===== src/design/lssc_pkg.sv =====
`default_nettype none

package lssc_pkg;

	// sizes of the count and millisecond timer
	localparam int COUNT_WIDTH = 16;
	localparam int TIMER_WIDTH = 16;

	localparam int HOLD_WIDTH  = 16;
	localparam int VALUE_WIDTH = 16;
	localparam int DELTA_WIDTH = 8;
	localparam int CARS_WIDTH  = 16;

	localparam int IN_BYTES  = 4;
	localparam int OUT_BYTES = 3;

	localparam logic [COUNT_WIDTH-1:0] COUNT_MAX = '1;
	localparam logic [TIMER_WIDTH-1:0] TIMER_MAX = '1;
	localparam logic [HOLD_WIDTH-1:0]  HOLD_RESET = 16'd2000;
	localparam logic [DELTA_WIDTH-1:0] DELTA_MINUS_ONE = '1;

	// action codes
	localparam logic [2:0] ACT_REQUEST = 3'd0;
	localparam logic [2:0] ACT_SET     = 3'd1;
	localparam logic [2:0] ACT_DELTA   = 3'd2;
	localparam logic [2:0] ACT_EVAL    = 3'd3;
	localparam logic [2:0] ACT_TICK    = 3'd4;

	// lane modes
	localparam logic [2:0] MODE_STOP_DET   = 3'd0;
	localparam logic [2:0] MODE_STOP_EMPTY = 3'd1;
	localparam logic [2:0] MODE_STOP_WAIT  = 3'd2;
	localparam logic [2:0] MODE_FLOW_DET   = 3'd3;
	localparam logic [2:0] MODE_FLOW_EMPTY = 3'd4;
	localparam logic [2:0] MODE_FLOWING    = 3'd5;

	// lamp colours
	localparam logic [1:0] LAMP_RED    = 2'd0;
	localparam logic [1:0] LAMP_ORANGE = 2'd1;
	localparam logic [1:0] LAMP_GREEN  = 2'd2;

endpackage

`default_nettype wire


===== src/design/lane_signal_state_controller_unit.sv =====
`default_nettype none
// An accepted input beat is registered in stage 1, then its result in stage 2, which drives m_tdata.
// Throughput: one beat per cycle, sustained, as long as m_tready stays high.
// The state update of each beat is registered together with its result, so beats may follow back to back.
// Reset (arst_n low, asynchronous): lane stop-determine, lamp red, count and timer zero,
// nothing pending, hold time 2000; both pipeline stages emptied.

module lane_signal_state_controller_unit
	import lssc_pkg::*;
(
	input  wire logic                   clk,
	input  wire logic                   arst_n,
	// hold-time register write
	input  wire logic                   cfg_valid,
	output logic                        cfg_ready,
	input  wire logic [HOLD_WIDTH-1:0]  cfg_data,
	// input stream
	input  wire logic                   s_tvalid,
	output logic                        s_tready,
	// [2:0] action, [5:3] target_state, [21:6] count_value, [29:22] count_delta, [31:30] zero
	input  wire logic [8*IN_BYTES-1:0]  s_tdata,
	// result stream
	output logic                        m_tvalid,
	input  wire logic                   m_tready,
	// [2:0] lane_mode, [4:3] lamp_colour, [20:5] cars_present, [21] change_pending,
	// [23:22] zero
	output logic [8*OUT_BYTES-1:0]      m_tdata
);

	// ---------------------------------------------------------------
	// Input register (stage 1)
	// ---------------------------------------------------------------
	logic                          valid_s1;
	logic [2:0]                    action_s1;
	logic [2:0]                    target_s1;
	logic [VALUE_WIDTH-1:0]        value_s1;
	logic signed [DELTA_WIDTH-1:0] delta_s1;

	// Result register (stage 2)
	logic                          valid_s2;
	logic [2:0]                    mode_s2;
	logic [1:0]                    lamp_s2;
	logic [CARS_WIDTH-1:0]         cars_s2;
	logic                          pend_s2;

	// Lane state
	logic [HOLD_WIDTH-1:0]  hold_q;
	logic [2:0]             mode_q;
	logic [COUNT_WIDTH-1:0] cars_q;
	logic                   pending_q;
	logic                   green_q;
	logic [TIMER_WIDTH-1:0] elapsed_q;
	logic [1:0]             lamp_q;

	logic adv;    // stage 2 can take a new beat
	logic step;   // a stage 1 beat is processed this cycle

	assign adv       = !valid_s2 || m_tready;
	assign s_tready  = !valid_s1 || adv;
	assign step      = valid_s1 && adv;
	assign cfg_ready = 1'b1;

	always_ff @(posedge clk or negedge arst_n) begin
		if (!arst_n) begin
			valid_s1 <= 1'b0;
		end else if (s_tready) begin
			valid_s1 <= s_tvalid;
		end
	end

	always_ff @(posedge clk) begin
		if (s_tready && s_tvalid) begin
			action_s1 <= s_tdata[2:0];
			target_s1 <= s_tdata[5:3];
			value_s1  <= s_tdata[21:6];
			delta_s1  <= s_tdata[29:22];
		end
	end

	// ---------------------------------------------------------------
	// Next-state logic
	// ---------------------------------------------------------------

	// set count: saturate the 16-bit value at the count maximum
	logic [32:0]            set_wide;
	logic [COUNT_WIDTH-1:0] set_cnt;
	assign set_wide = 33'(value_s1);
	assign set_cnt  = (set_wide > 33'(COUNT_MAX)) ? COUNT_MAX : COUNT_WIDTH'(set_wide);

	// count delta: signed sum clamped to [0, max]
	logic signed [33:0]     sum_wide;
	logic [COUNT_WIDTH-1:0] delta_cnt;
	logic                   delta_skip;
	assign sum_wide   = $signed({2'b00, 32'(cars_q)}) + 34'(delta_s1);
	assign delta_cnt  = (sum_wide < 0) ? '0 :
		(sum_wide > $signed({2'b00, 32'(COUNT_MAX)})) ? COUNT_MAX :
		COUNT_WIDTH'(sum_wide);
	// minus one at an empty count is dropped altogether
	assign delta_skip = (cars_q == '0) && (delta_s1 == DELTA_MINUS_ONE);

	// determine modes resolve from the count on evaluate
	logic [2:0] mode_res;
	always_comb begin
		mode_res = mode_q;
		if (mode_q == MODE_STOP_DET) begin
			mode_res = (cars_q == '0) ? MODE_STOP_EMPTY : MODE_STOP_WAIT;
		end else if (mode_q == MODE_FLOW_DET) begin
			mode_res = (cars_q == '0) ? MODE_FLOW_EMPTY : MODE_FLOWING;
		end
	end

	logic                   hold_over;
	assign hold_over = 32'(elapsed_q) > 32'(hold_q);

	logic [2:0]             mode_n;
	logic [COUNT_WIDTH-1:0] cars_n;
	logic                   pending_n;
	logic                   green_n;
	logic [TIMER_WIDTH-1:0] elapsed_n;
	logic [1:0]             lamp_n;
	logic                   req_take;
	logic [2:0]             req_tgt;

	always_comb begin
		mode_n    = mode_q;
		cars_n    = cars_q;
		pending_n = pending_q;
		green_n   = green_q;
		elapsed_n = elapsed_q;
		lamp_n    = lamp_q;
		req_take  = 1'b0;
		req_tgt   = target_s1;
		case (action_s1)
			ACT_REQUEST: begin
				req_take = 1'b1;
			end
			ACT_SET: begin
				cars_n = set_cnt;
			end
			ACT_DELTA: begin
				if (!delta_skip) begin
					cars_n = delta_cnt;
					// any count delta that is not dropped asks for flowing while the lane is flow-empty
					if (mode_q == MODE_FLOW_EMPTY) begin
						req_take = 1'b1;
						req_tgt  = MODE_FLOWING;
					end
				end
			end
			ACT_EVAL: begin
				if (pending_q) begin
					mode_n = mode_res;
					if (mode_res == MODE_FLOWING) begin
						lamp_n    = LAMP_GREEN;
						pending_n = 1'b0;
						green_n   = 1'b1;
					end else if (mode_res == MODE_FLOW_EMPTY || mode_res == MODE_STOP_WAIT ||
							mode_res == MODE_STOP_EMPTY) begin
						if (green_q) begin
							lamp_n  = LAMP_ORANGE;
							green_n = 1'b0;
						end
						if (hold_over) begin
							lamp_n    = LAMP_RED;
							pending_n = 1'b0;
						end
					end
				end
			end
			ACT_TICK: begin
				if (elapsed_q != TIMER_MAX) begin
					elapsed_n = elapsed_q + 1'b1;
				end
			end
			default: begin
			end
		endcase
		// a request is only taken with nothing pending; unknown targets keep the mode
		if (req_take && !pending_q) begin
			if (req_tgt <= MODE_FLOWING) begin
				mode_n = req_tgt;
			end
			elapsed_n = '0;
			pending_n = 1'b1;
		end
	end

	// ---------------------------------------------------------------
	// State and result registers
	// ---------------------------------------------------------------
	always_ff @(posedge clk or negedge arst_n) begin
		if (!arst_n) begin
			hold_q    <= HOLD_RESET;
			mode_q    <= MODE_STOP_DET;
			cars_q    <= '0;
			pending_q <= 1'b0;
			green_q   <= 1'b0;
			elapsed_q <= '0;
			lamp_q    <= LAMP_RED;
			valid_s2  <= 1'b0;
		end else begin
			if (cfg_valid) begin
				hold_q <= cfg_data;
			end
			if (step) begin
				mode_q    <= mode_n;
				cars_q    <= cars_n;
				pending_q <= pending_n;
				green_q   <= green_n;
				elapsed_q <= elapsed_n;
				lamp_q    <= lamp_n;
			end
			if (adv) begin
				valid_s2 <= valid_s1;
			end
		end
	end

	always_ff @(posedge clk) begin
		if (step) begin
			mode_s2 <= mode_n;
			lamp_s2 <= lamp_n;
			cars_s2 <= CARS_WIDTH'(cars_n);
			pend_s2 <= pending_n;
		end
	end

	assign m_tvalid = valid_s2;
	assign m_tdata  = {2'b00, pend_s2, cars_s2, lamp_s2, mode_s2};

`ifndef ASSERT_OFF
	// the was-green mark only lives while green is shown
	a_green_mark: assert property (@(posedge clk) disable iff (!arst_n)
		green_q |-> lamp_q == LAMP_GREEN)
		else $error("was-green set without green lamp");

	// green shown outside flowing only while a change is still pending
	a_green_mode: assert property (@(posedge clk) disable iff (!arst_n)
		lamp_q == LAMP_GREEN |-> (mode_q == MODE_FLOWING || pending_q))
		else $error("green lamp with settled non-flowing mode");

	// a taken request restarts the timer and marks the change pending
	a_req_taken: assert property (@(posedge clk) disable iff (!arst_n)
		step && action_s1 == ACT_REQUEST && !pending_q |=> elapsed_q == '0 && pending_q)
		else $error("request not taken");

	// every processed beat lands in the result register
	a_stage_move: assert property (@(posedge clk) disable iff (!arst_n)
		step |=> valid_s2)
		else $error("processed beat lost");
`endif

endmodule

`default_nettype wire

===== config.mk =====
export PLATFORM = sky130hd
export DESIGN_NAME = lane_signal_state_controller_unit
export DESIGN_NICKNAME = d
export VERILOG_FILES = /design/src/design/lssc_pkg.sv /design/src/design/lane_signal_state_controller_unit.sv
export SDC_FILE = /design/constraint.sdc
export NUM_CORES = 1
export LEC_CHECK = 0
export BUFFER_PORTS_ARGS = -buffer_cell sky130_fd_sc_hd__buf_2
export CAP_MARGIN = 20
export CORE_ASPECT_RATIO = 0.7
export CORE_MARGIN = 1
export CORE_UTILIZATION = 25
export CTS_BUF_LIST = sky130_fd_sc_hd__clkbuf_4
export DETAILED_ROUTE_END_ITERATION = 12
export PLACE_DENSITY = 0.38
export SETUP_SLACK_MARGIN = 0.15
export SYNTH_ARGS = -nofsm -noshare
export SYNTH_HDL_FRONTEND = slang
export SYNTH_SLANG_ARGS = --single-unit

===== constraint.sdc =====
create_clock -name clk -period 3.3 [get_ports clk]
set_input_delay 0.165 -clock clk [delete_from_list [all_inputs] [get_ports clk]]
set_output_delay 0.165 -clock clk [all_outputs]
set_load 0.01 [all_outputs]

==> impl_metrics.yaml <==
status:
  status: "finished, final reports clean"
pwr:
  total_power_mw: 4.57
  cellPowerDensity_mw_per_mm2: 615
  vdd_drop_max_mv: 0.282
  p_leak_nw: 3.21
min_path:
  holdPathEnd: "hold_q[6]"
  min_path_cells: 3
  hold_class: "in -> reg"
  hold_start: "cfg_valid"
sta:
  worstMarginPinSlew_ns: 0.936
  finalCriticalPeriod_ns: 3.00
  holdWs_ns: 0.0715
  fin_ws_ns: 0.303
  fin_crit_sh: 0.908
  clock_skew_ns: 0.0279
  finalMaxSlewViolations: 0
  tns_ns: 0
  slew_headroom: 0.376
  rsz0062_at_grt: "false"
  hold_viol: 0
  setup_viol: 0
  fmax_ghz: 0.334
worst_setup_path:
  cp_max_fo: 12
  worst-r2r-cell-count: 11
  crit_type: "reg -> reg"
  startpoint_type: "register"
  worstReg2RegEnd: "cars_s2[13]"
  worst-r2r-setup-slack_ns: 0.30
  crit_required_ns: 3.63
  worstReg2RegStart: "delta_s1[7]"
  worstPathArrival_ns: 3.33
  cp-end-kind: "register"
finish:
  final_nets: 785
  final_cells: 1015
  layout-drive-gt1-share: 0.199
  mostFrequentLayoutCells: "buf_2 (74), nand2_1 (64), edfxtp_1 (52)"
  layout_commonest_cell: "buf_2"
  syn_to_final_growth_pct: 26.2
yosys:
  yosysTopAreaCell: "edfxtp_1"
  yosysSeqAreaShare: 0.509
  synth-edff-count: 52
  synth_area_mm2: 0.00589
  avgSynthCellArea_um2: 10.5
  yosys_warnings: 0
  yosysUniqueCellTypes: 66
  synth_flop_cell: "edfxtp_1"
  postSynthCellCount: 561
  synth.area.top_cells: "edfxtp_1 (27%), dfrtp_1 (22%), ha_1 (7.2%)"
  synthArstFlopShare: 0.523
  ys_ff_latch: 109
  synth_top_area_frac: 0.265
placement:
  dp_hpwl_mm: 12.1
  placed_cells: 944
  port_buffers: 74
  place_ws_ns: 0.283
  place_congestion: 0.868
grt:
  gr-total-overflow: 0
  grt_pass1_vias: 4564
  grt_pass1_wl_mm: 25.6
  antenna_found_initial: 1
  grt_use_total: 0.142
  grt_start_max_net_pins: 38
clock_tree:
  clk_latency_ns: 0.50
  cts_sinks: 109
  clkTransAtPathRegs_ns: 0.17
  cts_tree: "yes"
  htreeDepth: 3
  cts_buffers: 9
  clk_path_buf_depth: 2
  cts_root_buffer: "clkbuf_4"
route:
  vias_per_cell: 4.66
  vias: 4732
  dr.pass1.iters: 5
  wirelength_mm: 16.4
  drc: 0
  detail-route-antenna-nets: 0
  detail_route.wl_per_cell_um: 16.2
  drtIter0Drc: 313
floorplanning:
  core_area_mm2: 0.0228
  fp.dieH_um: 130
  initial_core_util: 0.258
  die_w_um: 185
  dieArea_mm2: 0.0242
  ios: 80
  fp-row-count: 46
job:
  cap_viol_max_count: 0
==> logic make-up (layout without fill, tap and decap cells) <==
logic type,after synthesis,in the layout,share of synthesized area
AND/OR/NAND/NOR,169,169,0.143
AO/OA/AOI/OAI,166,166,0.190
flip-flops,109,109,0.509
buffers and inverters,52,192,0.0370
adder cells (fa/ha/maj),35,35,0.0756
XOR/XNOR,21,21,0.0312
multiplexers,7,7,0.0134
other,2,4,0.00128
==> metal layers <==
metal / track usage / wire length, um / up-vias
met5: 0 / 0 / -
met2: 0.196 / 6370 / 119
met1: 0.213 / 8970 / 2259
met4: 0.0355 / 160 / 0
met3: 0.0419 / 897 / 11
li1: - / - / 2343
==> Yosys cell counts (3+ instances only) <==
cell type  instances
nand2_1           64
edfxtp_1          52
dfrtp_1           51
o21ai_0           45
nor2_1            43
ha_1              34
a21oi_1           31
inv_1             30
a22oi_1           21
clkbuf_1          13
xor2_1            13
nand4_1           11
a21o_1            10
a31oi_1            8
xnor2_1            8
nand3_1            7
o211ai_1           7
o221ai_1           7
and4_1             6
dfstp_2            6
nand2b_1           6
and3_1             5
buf_4              5
o21a_1             5
or3_1              5
a211o_1            4
mux2_2             4
nor4_2             4
a211oi_1           3
and2_1             3
buf_2              3
o21ai_1            3
==> power breakdown <==
part | leakage (nW) | internal, mW | switching (mW)
logic | 1.90 | 0.765 | 0.997
clock network | 0.0977 | 0.403 | 0.463
registers | 1.21 | 1.70 | 0.248
total | 3.21 | 2.86 | 1.71
==> critical path, stage by stage (launching register included) <==
cell      delay, ns
edfxtp_1       0.51
buf_4          0.18
ha_1           0.36
and4_1         0.23
a32oi_1        0.18
o211ai_2       0.22
a41oi_2        0.23
buf_4          0.17
mux2i_2        0.28
buf_6          0.20
nor2_1         0.09
o211ai_1       0.17
==> how the worst max path moves through the flow <==
| stage | to | startpoint |
|---|---|---|
| floorplan | cars_s2[9] | delta_s1[7] |
| global placement | cars_s2[2] | delta_s1[7] |
| detailed placement | pend_s2 | cars_q[2] |
| CTS | pend_s2 | cars_q[2] |
| global route | pend_s2 | cars_q[2] |
| finish | cars_s2[13] | delta_s1[7] |
==> sequential cells by signal (all words and copies together) (netlist names) <==
signal	flops
m_tvalid	1
mode_q	3
value_s1	16
delta_s1	8
valid_s1	1
cars_s2	16
elapsed_q	16
cars_q	16
green_q	1
action_s1	3
lamp_q	2
mode_s2	3
pending_q	1
hold_q	16
lamp_s2	2
pend_s2	1
target_s1	3
==> per-stage QoR <==
stage | util | cell area, um2
4_1_cts | 0.323 | 7380
3_5_place_dp | 0.293 | 6690
5_1_grt | 0.325 | 7430
6_report | 0.325 | 7430
2_1_floorplan | - | 5890
3_3_place_gp | 0.293 | 6690
==> what timing repair did <==
item                                    in CTS  in global routing
endpoints found under the setup margin       0                 21
setup buffers                                0                  3
endpoints found under the hold margin       78                  0
hold buffers                                50                  0
resized for setup                            0                  6
==> layout make-up <==
type,count,area (um2)
diodes,1,2.50
clock buffers,11,82.6
clock inverters,5,106
fillers,2389,15400
inverters,30,113
multi-input cells,401,2700
flip-flops and latches,109,3000
well taps,312,390
repair buffers,146,1040
Power figures use the tool's default switching activity.
